<file path="src/design/sdre_pkg.sv">
// Shared types and constants for the scanline dark run extractor.
// No dependencies.
package sdre_pkg;

    localparam int MAX_WIDTH = 256;

    localparam int PIX_W  = 8;
    localparam int LVL_W  = 8;
    localparam int ROWW_W = 9;
    localparam int OUT_W  = 9;
    localparam int IDX_W  = 2;
    localparam int CFG_W  = 9;

    localparam int COL_W  = $clog2(MAX_WIDTH);
    localparam int EFFW_W = $clog2(MAX_WIDTH + 1);
    localparam int CMP_W  = (EFFW_W > ROWW_W) ? EFFW_W : ROWW_W;

    localparam logic [LVL_W-1:0]  BLACK_RESET = LVL_W'(8'h0A);
    localparam logic [LVL_W-1:0]  WHITE_RESET = LVL_W'(8'hF0);
    localparam logic [ROWW_W-1:0] ROWW_RESET  = ROWW_W'(70);

    localparam logic [CMP_W-1:0] MIN_W_C = CMP_W'(2);
    localparam logic [CMP_W-1:0] MAX_W_C = CMP_W'(MAX_WIDTH);

    typedef enum logic [IDX_W-1:0] {
        REG_BLACK_LEVEL = 2'd0,
        REG_WHITE_LEVEL = 2'd1,
        REG_ROW_WIDTH   = 2'd2
    } reg_index_t;

    typedef struct packed {
        logic [LVL_W-1:0]  black_level;
        logic [LVL_W-1:0]  white_level;
        logic [ROWW_W-1:0] row_width;
    } cfg_t;

    typedef struct packed {
        logic [COL_W-1:0] column;
        logic [COL_W-1:0] run_start;
        logic             run_open;
    } state_t;

    typedef struct packed {
        logic             emit;
        logic [OUT_W-1:0] seg_start;
        logic [OUT_W-1:0] seg_end;
        logic             seg_valid;
        logic             row_done;
    } result_t;

endpackage

</file>
<file path="src/design/sdre_step.sv">
// Per-pixel run detection: classifies one pixel, updates the run state and
// forms the centered result. Depends on sdre_pkg.
module sdre_step (
    input  sdre_pkg::cfg_t                 cfg,
    input  sdre_pkg::state_t               state,
    input  logic [sdre_pkg::PIX_W-1:0]     pixel,
    output sdre_pkg::state_t               state_next,
    output sdre_pkg::result_t              result
);
    import sdre_pkg::*;

    logic [CMP_W-1:0] row_w_ext;
    logic [CMP_W-1:0] eff_w;
    logic [CMP_W-1:0] col_ext;
    logic [CMP_W-1:0] col_plus1;
    logic [CMP_W-1:0] start_a_ext;
    logic [COL_W:0]   start_plus1;
    logic [COL_W:0]   col_wide;
    logic             last;
    logic             dark;
    logic             light;
    logic             open_a;
    logic [COL_W-1:0] start_a;
    logic             close_light;
    logic             close_last;
    logic             have_run;
    logic [CMP_W-1:0] pos_s;
    logic [CMP_W-1:0] pos_e;
    logic [OUT_W-1:0] half_w;

    assign row_w_ext = CMP_W'(cfg.row_width);
    assign eff_w     = (row_w_ext < MIN_W_C) ? MIN_W_C :
                       (row_w_ext > MAX_W_C) ? MAX_W_C : row_w_ext;
    assign half_w    = OUT_W'(eff_w >> 1);

    assign col_ext   = CMP_W'(state.column);
    assign col_plus1 = col_ext + CMP_W'(1);
    assign last      = (col_plus1 >= eff_w);

    assign dark  = (pixel <= cfg.black_level);
    assign light = (pixel >= cfg.white_level);

    assign col_wide    = {1'b0, state.column};
    assign start_plus1 = {1'b0, state.run_start} + (COL_W+1)'(1);

    // dark test has priority over light
    always_comb
    begin
        open_a      = state.run_open;
        start_a     = state.run_start;
        close_light = 1'b0;
        if (dark)
        begin
            if (!state.run_open)
            begin
                open_a  = 1'b1;
                start_a = state.column;
            end
        end
        else if (light)
        begin
            if (state.run_open && (col_wide > start_plus1))
            begin
                close_light = 1'b1;
                open_a      = 1'b0;
            end
        end
    end

    assign start_a_ext = CMP_W'(start_a);
    assign close_last  = last && open_a && (eff_w > (start_a_ext + CMP_W'(1)));
    assign have_run    = close_light || close_last;

    always_comb
    begin
        if (close_last)
        begin
            pos_s = start_a_ext;
            pos_e = eff_w;
        end
        else
        begin
            pos_s = CMP_W'(state.run_start);
            pos_e = col_ext;
        end
    end

    always_comb
    begin
        if (last)
        begin
            state_next.column    = '0;
            state_next.run_start = '0;
            state_next.run_open  = 1'b0;
        end
        else
        begin
            state_next.column    = state.column + COL_W'(1);
            state_next.run_start = start_a;
            state_next.run_open  = open_a;
        end
    end

    assign result.emit      = have_run || last;
    assign result.seg_start = have_run ? (OUT_W'(pos_s) - half_w) : '0;
    assign result.seg_end   = have_run ? (OUT_W'(pos_e) - half_w) : '0;
    assign result.seg_valid = have_run;
    assign result.row_done  = last;

endmodule

</file>
<file path="src/design/scanline_dark_run_extractor_unit.sv">
// Scanline dark run extractor, top level: input register, run logic, output register.
// Depends on sdre_pkg and sdre_step.
// Path: a pixel's result passes through the input register and then the output register.
// Throughput: one pixel per cycle; the input stalls only while the input register and
// the output register are both full and the output is stalled.
// Reset clears the run state and valid flags and loads the defaults (10, 240, 70).
module scanline_dark_run_extractor_unit (
    input  logic                            clk,
    input  logic                            rst_n,
    input  logic                            in_valid,
    output logic                            in_stall,
    input  logic [sdre_pkg::PIX_W-1:0]      pixel,
    output logic                            out_valid,
    input  logic                            out_stall,
    output logic signed [sdre_pkg::OUT_W-1:0] seg_start,
    output logic signed [sdre_pkg::OUT_W-1:0] seg_end,
    output logic                            seg_valid,
    output logic                            row_done,
    input  logic                            cfg_write,
    input  logic [sdre_pkg::IDX_W-1:0]      cfg_index,
    input  logic [sdre_pkg::CFG_W-1:0]      cfg_data
);
    import sdre_pkg::*;

    cfg_t             cfg_reg;
    state_t           state_reg;
    state_t           state_next;
    result_t          result;
    logic             s1_valid_reg;
    logic [PIX_W-1:0] s1_pixel_reg;
    logic             out_valid_reg;
    logic [OUT_W-1:0] seg_start_reg;
    logic [OUT_W-1:0] seg_end_reg;
    logic             seg_valid_reg;
    logic             row_done_reg;
    logic             advance;
    logic             s1_fire;

    assign advance  = !out_valid_reg || !out_stall;
    assign s1_fire  = s1_valid_reg && advance;
    assign in_stall = s1_valid_reg && !advance;

    always_ff @(posedge clk or negedge rst_n)
    begin
        if (!rst_n)
        begin
            cfg_reg.black_level <= BLACK_RESET;
            cfg_reg.white_level <= WHITE_RESET;
            cfg_reg.row_width   <= ROWW_RESET;
        end
        else if (cfg_write)
        begin
            case (reg_index_t'(cfg_index))
                REG_BLACK_LEVEL: cfg_reg.black_level <= cfg_data[LVL_W-1:0];
                REG_WHITE_LEVEL: cfg_reg.white_level <= cfg_data[LVL_W-1:0];
                REG_ROW_WIDTH:   cfg_reg.row_width   <= cfg_data[ROWW_W-1:0];
                default: ;
            endcase
        end
    end

    always_ff @(posedge clk or negedge rst_n)
    begin
        if (!rst_n)
        begin
            s1_valid_reg <= 1'b0;
        end
        else if (!in_stall)
        begin
            s1_valid_reg <= in_valid;
        end
    end

    always_ff @(posedge clk)
    begin
        if (in_valid && !in_stall)
        begin
            s1_pixel_reg <= pixel;
        end
    end

    sdre_step u_step (
        .cfg        (cfg_reg),
        .state      (state_reg),
        .pixel      (s1_pixel_reg),
        .state_next (state_next),
        .result     (result)
    );

    always_ff @(posedge clk or negedge rst_n)
    begin
        if (!rst_n)
        begin
            state_reg <= '0;
        end
        else if (s1_fire)
        begin
            state_reg <= state_next;
        end
    end

    always_ff @(posedge clk or negedge rst_n)
    begin
        if (!rst_n)
        begin
            out_valid_reg <= 1'b0;
        end
        else if (advance)
        begin
            out_valid_reg <= s1_fire && result.emit;
        end
    end

    always_ff @(posedge clk)
    begin
        if (s1_fire && result.emit)
        begin
            seg_start_reg <= result.seg_start;
            seg_end_reg   <= result.seg_end;
            seg_valid_reg <= result.seg_valid;
            row_done_reg  <= result.row_done;
        end
    end

    assign out_valid = out_valid_reg;
    assign seg_start = $signed(seg_start_reg);
    assign seg_end   = $signed(seg_end_reg);
    assign seg_valid = seg_valid_reg;
    assign row_done  = row_done_reg;

    logic signed [OUT_W:0] seg_len;
    assign seg_len = $signed({seg_end_reg[OUT_W-1], seg_end_reg})
                     - $signed({seg_start_reg[OUT_W-1], seg_start_reg});

    a_stall_needs_item: assert property (@(posedge clk) disable iff (!rst_n)
        in_stall |-> s1_valid_reg)
        else $error("input stalled with empty input register");

    a_row_end_resets: assert property (@(posedge clk) disable iff (!rst_n)
        (s1_fire && result.row_done) |=> (state_reg.column == '0 && !state_reg.run_open))
        else $error("row end did not reset column and run state");

    a_run_length: assert property (@(posedge clk) disable iff (!rst_n)
        (out_valid_reg && seg_valid_reg) |-> (seg_len > $signed((OUT_W+1)'(1))))
        else $error("reported run is not longer than one pixel");

    a_marker_form: assert property (@(posedge clk) disable iff (!rst_n)
        (out_valid_reg && !seg_valid_reg)
            |-> (row_done_reg && seg_start_reg == '0 && seg_end_reg == '0))
        else $error("bare result is not a clean row marker");

    a_emit_cause: assert property (@(posedge clk) disable iff (!rst_n)
        (s1_fire && result.emit) |=> out_valid_reg)
        else $error("result lost between run logic and output register");

endmodule
</file>
<file path="config.mk">
export PLATFORM = sky130hd
export DESIGN_NAME = scanline_dark_run_extractor_unit
export DESIGN_NICKNAME = d
export VERILOG_FILES = /design/src/design/sdre_pkg.sv /design/src/design/sdre_step.sv /design/src/design/scanline_dark_run_extractor_unit.sv
export SDC_FILE = /design/constraint.sdc
export NUM_CORES = 1
export LEC_CHECK = 0
export BUFFER_PORTS_ARGS = -buffer_cell sky130_fd_sc_hd__buf_2
export CORE_UTILIZATION = 45
export CTS_BUF_LIST = sky130_fd_sc_hd__clkbuf_4 sky130_fd_sc_hd__clkbuf_8 sky130_fd_sc_hd__clkbuf_16
export DETAILED_ROUTE_END_ITERATION = 7
export GPL_TIMING_DRIVEN = 0
export PLACE_DENSITY = 0.69
export SKIP_CTS_REPAIR_TIMING = 1
export SYNTH_ARGS = -nofsm -noshare
export SYNTH_HDL_FRONTEND = slang
export SYNTH_HIERARCHICAL = 1
export SYNTH_SLANG_ARGS = --single-unit
export TNS_END_PERCENT = 30
</file>
<file path="constraint.sdc">
create_clock -name clk -period 7.7 [get_ports clk]
set_input_delay 0 -clock clk [delete_from_list [all_inputs] [get_ports clk]]
set_output_delay 0 -clock clk [all_outputs]
set_load 0.02 [all_outputs]
</file>
==> metrics.yaml, run 1 <==
detail-route-antenna-nets: 0
largest_register_ffs: 25
crit_type: "register to register"
peakVddDrop_mv: 0.203
drcViolationCount: 0
crit_path_start_kind: "register"
setup_slack_ps: 1340
rr_startpoint: "cfg_reg[18]"
min_delay_path_depth: 3
fin_crit_ps: 6360
r2r-end: "seg_start[8]"
grt_pass1_wl_microns: 19300
finalPower_mw: 2.23
grt_pass1_vias: 3740
grt_usage: 0.215
worst_hold_path_type: "input pin to register"
r2r_cells: 29
drive_gt1_frac: 0.271
initial_core_util: 0.460
synth_top_area_cell: "dfrtp_1"
drv_slew: 0
synthTopCellsByArea: "dfrtp_1, edfxtp_1, ha_1, mux2_2, dfstp_2"
max-slew-margin-rel: 0.330
fmax_mhz: 157
synth.distinct_cells: 55
routed_wl_microns: 12400
dp_hpwl_microns: 8980
pre_cts_ws_ps: 1480
design.die.area_sq_mm: 0.0121
startpoint: "cfg_reg[18]"
worstPathArrival_ps: 6440
antenna_found_initial: 0
drt-wirelength-per-cell_microns: 17.4
reg2reg_slack_ps: 1340
tightest_slew_ps: 1010
grt_max_degree: 45
synth_fp_nets: 577
synth_common_cells: "ha_1, mux2_2, inv_1, dfrtp_1, edfxtp_1"
drt_first_pass_iters: 7
hold_path_end: "cfg_reg[23]"
clk_pin_slew_worst_paths_ps: 60
yosysMostFrequentCell: "ha_1"
vias: 3949
outcome: "completed"
hold_start: "cfg_index[0]"
areaGrowthSynthToFinish_pct: 17.9
syn-instance-count: 490
cts_sinks: 72
syn_area_per_cell_sq_um: 10.7
synth_warnings: 6
fp.dieW_microns: 110
worstPathMaxFanout: 9
dp_cells: 679
rsz0062_at_grt: "false"
critPathCaptureType: "register"
slowest_delay_ps: 520
nNetsFinal: 654
max_cap_viol_count: 0
core_area_sq_mm: 0.0114
ys_seq_area_frac: 0.372
via_per_inst: 5.52
antennaDiodeCount: 0
finalClockSkew_ps: 10.4
cts_tree: "done"
path_buf_inv: 3
fin_crit_sh: 0.826
syn_area_sq_mm: 0.00525
num_io_pins: 46
finalHoldViolations: 0
hold_slack_ps: 129
drt_iter0_drc: 240
synthFlopType: "dfrtp_1"
clockRootBuffer: "clkbuf_16"
synth_top_area_share: 0.167
io_buffers: 45
finalSetupViolCount: 0
cpMostUsedCell: "ha_1"
slowest_stage: "dfstp_2"
h-tree-depth: 3
fp.dieH_microns: 110
path_delay_family: "compound AO/OA/AOI/OAI gates"
synth_seq_cells: 72
gr-total-overflow: 0
cellPowerDensity_mw_per_mm2: 360
clock_latency_ps: 340
worstPathRequired_ps: 7780
rows: 39
place.gp.congestion: 0.895
total_leakage_power_nw: 2.85
synth_edf_count: 28
synthArstFlopShare: 0.611
fin_tns_setup_ps: 0
cts_buffers: 9
fin_cells: 715
clockBufferDepth: 2
[how the worst max path moves through the flow]
| stage | end | slack [ps] | depth (start not counted) |
|---|---|---|---|
| after global placement | seg_end[8] | 1550 | 30 |
| after detailed placement | seg_start[8] | 1480 | 29 |
| after global routing | seg_start[8] | 990 | 29 |
| final | seg_start[8] | 1340 | 29 |
| after floorplan | seg_end[8] | 2200 | 29 |
| after CTS | seg_start[8] | 1440 | 29 |
[routing by layer]
| layer | vias to the layer above | track usage | share of wire |
|---|---|---|---|
| met4 | 0 | 0.0829 | 0.017 |
| met3 | 15 | 0.0329 | 0.041 |
| met1 | 1895 | 0.279 | 0.45 |
| met5 | - | 0 | 0 |
| met2 | 113 | 0.361 | 0.49 |
| li1 | 1926 | - | - |
[power by group]
group	leakage (nW)	total [mW]	internal, mW	switching (mW)
clock	0.159	0.443	0.278	0.165
sequential	0.797	0.620	0.524	0.0961
combinational	1.90	1.17	0.511	0.657
total	2.85	2.23	1.31	0.918
[metrics by stage]
stage	utilization	cell area, sq um
2_1_floorplan	-	5250
3_3_place_gp	0.495	5660
3_5_place_dp	0.497	5680
4_1_cts	0.525	5990
5_1_grt	0.542	6190
6_report	0.542	6190
[cells in the final DEF (no fill, tap or decap), drive strengths merged, types with 4 or more instances in the layout]
cell type / synthesis / routed
nand4: 5 / 5
buf: 8 / 54
clkinv: 1 / 4
or3: 5 / 5
clkbuf: 7 / 19
xnor2: 11 / 11
mux2i: 13 / 13
mux2: 59 / 59
xor2: 14 / 14
dlygate4sd3: 0 / 20
edfxtp: 28 / 28
a311oi: 4 / 4
dfstp: 9 / 9
nor2: 25 / 25
nand3: 18 / 18
nand2b: 9 / 9
o21ai: 15 / 15
nand2: 28 / 28
a211oi: 10 / 10
dfrtp: 35 / 35
a21o: 8 / 8
ha: 61 / 61
nor2b: 10 / 10
a21oi: 25 / 25
inv: 42 / 42
[tightest hold or removal path, cell delays in order]
cell	delay [ps]
buf_2	120
nor3b_4	90
mux2_2	220
[logic make-up after synthesis]
| kind of cell | synth area share |
|---|---|
| and+or+nand+nor | 0.119 |
| AOI/OAI and AO/OA | 0.116 |
| muxes | 0.151 |
| DFF | 0.372 |
| adders and majority gates | 0.153 |
| buffers and inverters | 0.0479 |
| xor gates and xnor gates | 0.0417 |
[area by class of cell]
class                           count  area (sq um)
Clock buffer                       12           265
Multi-Input combinational cell    360          3050
Inverter                           43           161
Fill cell                        1002          5230
Buffer                             15          90.1
Timing Repair Buffer               66           440
Tap cell                          143           179
Clock inverter                      4          52.6
Sequential cell                    72          1950
No activity file was read; power rests on OpenSTA's default activity.
==> run 2, diff against run 1 <==
Clock period 7.7 ns to 6.5 ns, I/O delays scaled along.
==> metrics.yaml, run 2 (synthesized netlist as in run 1, its figures left out) <==
hold_path_end: "cfg_reg[23]"  # unchanged
pre_cts_ws_ps: 280  # was 1480 ps
fin_crit_ps: 6150  # was 6360 ps
cts_tree: "done"  # unchanged
min_delay_path_depth: 3  # unchanged
cellPowerDensity_mw_per_mm2: 427  # was 360 mW/mm^2
largest_register_ffs: 25  # unchanged
mostFrequentLayoutCells: "ha_1, mux2_2, buf_2, inv_1, dfrtp_1"  # unchanged
grt_usage: 0.215  # unchanged
worstPathArrival_ps: 6230  # was 6440 ps
clock_latency_ps: 340  # about the same
initial_core_util: 0.460  # unchanged
setup_slack_ps: 354  # was 1340 ps
clockBufferDepth: 2  # unchanged
antenna_found_initial: 0  # unchanged
num_io_pins: 46  # unchanged
clkPwrFrac: 0.198  # was 0.199
areaGrowthSynthToFinish_pct: 18.2  # was 17.9%
internal_power_mw: 1.56  # was 1.31 mW
pwr-share-seq: 0.277  # was 0.278
routed_wl_microns: 12400  # about the same
clk_pin_slew_worst_paths_ps: 60  # about the same
hold_start: "cfg_index[0]"  # unchanged
grt_pass1_wl_microns: 19300  # unchanged
critPathCaptureType: "register"  # unchanged
cts_buffers: 9  # unchanged
fmax_mhz: 163  # was 157 MHz
finalHoldViolations: 0  # unchanged
worst_hold_path_type: "input pin to register"  # unchanged
drt-wirelength-per-cell_microns: 17.4  # about the same
slowest_stage: "dfstp_2"  # unchanged
netSwitchingFraction: 0.411  # was 0.412
crit_type: "register to register"  # unchanged
drv_slew: 0  # unchanged
via_per_inst: 5.49  # was 5.52
worstPathRequired_ps: 6580  # was 7780 ps
crit_path_start_kind: "register"  # unchanged
finalSetupViolCount: 0  # unchanged
fp.dieH_microns: 110  # unchanged
max_cap_viol_count: 0  # unchanged
multi_input_area_sq_mm: 0.00306  # was 0.00305 sq mm
max-slew-margin-rel: 0.332  # was 0.330
peakVddDrop_mv: 0.241  # was 0.203 mV
outcome: "completed"  # unchanged
nNetsFinal: 655  # was 654
combinationalPowerShare: 0.525  # was 0.524
gr-total-overflow: 0  # unchanged
grt_pass1_vias: 3740  # unchanged
drcViolationCount: 0  # unchanged
seq_area_sq_mm: 0.00195  # unchanged
layout_commonest_cell: "ha_1"  # unchanged
drt_first_pass_iters: 5  # was 7
clockRootBuffer: "clkbuf_16"  # unchanged
rr_startpoint: "cfg_reg[18]"  # unchanged
rsz0062_at_grt: "false"  # unchanged
rows: 39  # unchanged
slowest_delay_ps: 520  # about the same
total_leakage_power_nw: 2.86  # was 2.85 nW
design.die.area_sq_mm: 0.0121  # unchanged
fin_tns_setup_ps: 0  # unchanged
vias: 3934  # was 3949
worstPathMaxFanout: 9  # unchanged
finalClockSkew_ps: 10.3  # was 10.4 ps
detail-route-antenna-nets: 0  # unchanged
cts_sinks: 72  # unchanged
io_buffers: 45  # unchanged
tightest_slew_ps: 1000  # was 1010 ps
antennaDiodeCount: 0  # unchanged
fin_crit_sh: 0.946  # was 0.826
reg2reg_slack_ps: 350  # was 1340 ps
fp.dieW_microns: 110  # unchanged
grt_max_degree: 45  # unchanged
h-tree-depth: 3  # unchanged
r2r_cells: 29  # unchanged
netSwitchingPower_mw: 1.09  # was 0.918 mW
drt_iter0_drc: 204  # was 240
dp_hpwl_microns: 8980  # unchanged
drive_gt1_frac: 0.276  # was 0.271
place.gp.congestion: 0.895  # unchanged
r2r-end: "seg_start[8]"  # unchanged
core_area_sq_mm: 0.0114  # unchanged
fill_cells: 997  # was 1002
==> run 2: metrics by stage <==
step	utilization	instances	hold WS [ps]	power, mW	cell area (sq um)
detailed placement	0.497	679	178	2.09	5680
global route	0.544	716	144	2.84	6210
finish	0.544	716	131	2.65	6210
floorplan	-	490	-296	1.74	5250
CTS	0.525	695	-175	2.63	5990
global placement	0.495	678	176	2.03	5660
==> run 2: cell type report <==
| class | count | area share |
|---|---|---|
| timing repair buffer | 67 | 0.0721 |
| clock buffer | 12 | 0.0427 |
| sequential | 72 | 0.315 |
| inverter | 43 | 0.0260 |
| tap | 143 | 0.0288 |
| buffer | 15 | 0.0149 |
| clock inverter | 4 | 0.00846 |
| multi-input combinational | 360 | 0.492 |
==> run 2: worst max path at each step <==
stage	from	end	slack [ps]	cells past startpoint
6_report	cfg_reg[18]	seg_start[8]	350	29
5_1_grt	cfg_reg[18]	seg_start[8]	20	29
4_1_cts	cfg_reg[18]	seg_start[8]	240	29
3_5_place_dp	cfg_reg[18]	seg_start[8]	280	29
3_3_place_gp	cfg_reg[18]	seg_end[8]	350	30
2_1_floorplan	cfg_reg[18]	seg_end[8]	1000	29
==> run 2: power groups by stage <==
stage / sequential (mW) / clock [mW] / combinational [mW]
final: 0.735 / 0.524 / 1.39
after detailed placement: 0.742 / 0 / 1.35
after global placement: 0.741 / 0 / 1.29
after floorplan: 0.750 / 0 / 0.989
after global routing: 0.753 / 0.550 / 1.54
after CTS: 0.735 / 0.534 / 1.36
==> run 2: critical path: cells and delay by family (launching register included) <==
kind                       cells  cell delay, ps
buffers and inverters          3             390
xor gates and xnor gates       1              70
and+or+nand+nor                8            1360
adders and majority gates      5            1520
DFF                            1             520
muxes                          2             450
AOI/OAI and AO/OA             10            1550
==> run 2: routing by layer <==
metal,vias to the layer above,part of all wire,wire length [microns],global-route usage
met5,-,0,0,0
met4,0,0.017,207,0.0829
met3,16,0.039,484,0.0329
met2,98,0.49,6140,0.361
met1,1898,0.45,5610,0.279
li1,1922,-,-,-
==> run 3, diff against run 2 <==
==> constraint.sdc (replaced) <==
create_clock -name clk -period 6.5 [get_ports clk]
set_input_delay 0.975 -clock clk [delete_from_list [all_inputs] [get_ports clk]]
set_output_delay 0.975 -clock clk [all_outputs]
set_load 0.02 [all_outputs]
==> metrics.yaml, run 3 (synthesized netlist as in run 1, its figures left out) <==
drive_gt1_frac: 0.286  # was 0.276
fmax_mhz: 163  # about the same
r2r_cells: 28  # was 29
total_leakage_power_nw: 2.77  # was 2.86 nW
finalHoldViolations: 0  # unchanged
mostFrequentLayoutCells: "ha_1, mux2_2, buf_2, inv_1, dfrtp_1"  # unchanged
fill_cells: 1015  # was 997
dp_hpwl_microns: 8980  # unchanged
drv_slew: 0  # unchanged
largest_register_ffs: 25  # unchanged
design.die.area_sq_mm: 0.0121  # unchanged
cts_tree: "done"  # unchanged
drcViolationCount: 0  # unchanged
min_delay_path_depth: 1  # was 3
slowest_delay_ps: 520  # about the same
final_util: 0.526  # was 0.544
pre_cts_ws_ps: 280  # unchanged
antennaDiodeCount: 0  # unchanged
nNetsFinal: 635  # was 655
rsz0062_at_grt: "false"  # unchanged
setup_slack_ps: 379  # was 354 ps
fin_crit_ps: 6120  # was 6150 ps
gr-total-overflow: 0  # unchanged
slowest_stage: "dfstp_2"  # unchanged
layout_commonest_cell: "ha_1"  # unchanged
clockBufferDepth: 2  # unchanged
fp.dieW_microns: 110  # unchanged
grt_pass1_wl_microns: 19300  # unchanged
drt_iter0_drc: 228  # was 204
io_buffers: 45  # unchanged
routed_wl_microns: 12100  # was 12400 microns
initial_core_util: 0.460  # unchanged
critPathCaptureType: "register"  # unchanged
vias: 3880  # was 3934
clk_pin_slew_worst_paths_ps: 60  # about the same
finalSetupViolCount: 0  # unchanged
finalClockSkew_ps: 9.78  # was 10.3 ps
via_per_inst: 5.57  # was 5.49
peakVddDrop_mv: 0.240  # was 0.241 mV
antenna_found_initial: 0  # unchanged
place.gp.congestion: 0.895  # unchanged
clock_latency_ps: 340  # about the same
crit_type: "register to register"  # unchanged
worst_hold_path_type: "register to register"  # was input pin to register
fin_crit_sh: 0.942  # was 0.946
drt-wirelength-per-cell_microns: 17.4  # about the same
rows: 39  # unchanged
max-slew-margin-rel: 0.328  # was 0.332
areaGrowthSynthToFinish_pct: 14.4  # was 18.2%
grt_pass1_vias: 3740  # unchanged
clockRootBuffer: "clkbuf_16"  # unchanged
max_cap_viol_count: 0  # unchanged
tightest_slew_ps: 1010  # was 1000 ps
drt_first_pass_iters: 7  # was 5
worstPathMaxFanout: 9  # unchanged
outcome: "completed"  # unchanged
worstPathArrival_ps: 6200  # was 6230 ps
fin_tns_setup_ps: 0  # unchanged
grt_max_degree: 45  # unchanged
hold_slack_ps: 507  # was 131 ps
cts_sinks: 72  # unchanged
worstPathRequired_ps: 6580  # about the same
h-tree-depth: 3  # unchanged
cts_buffers: 9  # unchanged
grt_usage: 0.215  # unchanged
cellPowerDensity_mw_per_mm2: 439  # was 427 mW/mm^2
fp.dieH_microns: 110  # unchanged
num_io_pins: 46  # unchanged
crit_path_start_kind: "register"  # unchanged
core_area_sq_mm: 0.0114  # unchanged
detail-route-antenna-nets: 0  # unchanged
[run 3: cell types whose count changed in the layout (fill, tap and decap cells not counted), sizes merged]
| cell | previous run | this run |
|---|---|---|
| dlygate4sd3 | 20 | 0 |
[run 3: worst max-delay path, delay by kind of cell, from the launching register on]
family | cells | cell delay [ps]
AO/OA/AOI/OAI | 10 | 1540
multiplexers | 2 | 540
adder cells (fa/ha/maj) | 5 | 1500
buffers and inverters | 2 | 310
flip-flops | 1 | 520
AND/OR/NAND/NOR | 8 | 1370
XOR/XNOR | 1 | 70
[run 3: through the flow]
stage	instance area, sq um	total power [mW]	cells
after CTS	5990	2.63	695
after global placement	5660	2.03	678
after detailed placement	5680	2.09	679
final	6010	2.64	696
after floorplan	5250	1.74	490
after global routing	6010	2.83	696
[run 3: power by group]
part / leakage, nW / switching, mW / internal [mW]
Sequential: 0.797 / 0.114 / 0.620
Clock: 0.159 / 0.192 / 0.330
Combinational: 1.82 / 0.777 / 0.605
Total: 2.77 / 1.08 / 1.56
[run 3: metal layers]
layer,GRT usage,vias up,part of all wire
met1,0.279,1873,0.46
met5,0,-,0
met2,0.361,106,0.48
met4,0.0829,0,0.017
li1,-,1886,-
met3,0.0329,15,0.041
[run 3: final cells by class]
class / count / area [sq um] / share of cell area
tap: 143 / 179 / 0.0298
multi-input combinational: 360 / 3060 / 0.509
sequential: 72 / 1950 / 0.325
clock inverter: 4 / 52.6 / 0.00874
buffer: 15 / 92.6 / 0.0154
clock buffer: 12 / 265 / 0.0441
inverter: 43 / 161 / 0.0269
timing repair buffer: 47 / 248 / 0.0412
[run 3: worst paths after layout]
path	startpoint	to	slack [ps]
max	cfg_reg[18]	seg_start[8]	380
min	cfg_reg[23]	cfg_reg[23]	510
max reg2reg	cfg_reg[18]	seg_start[8]	380
min reg2reg	cfg_reg[23]	cfg_reg[23]	510
max in group asynchronous	rst_n	state_reg[12]	5060
min in group asynchronous	rst_n	s1_valid_reg	810
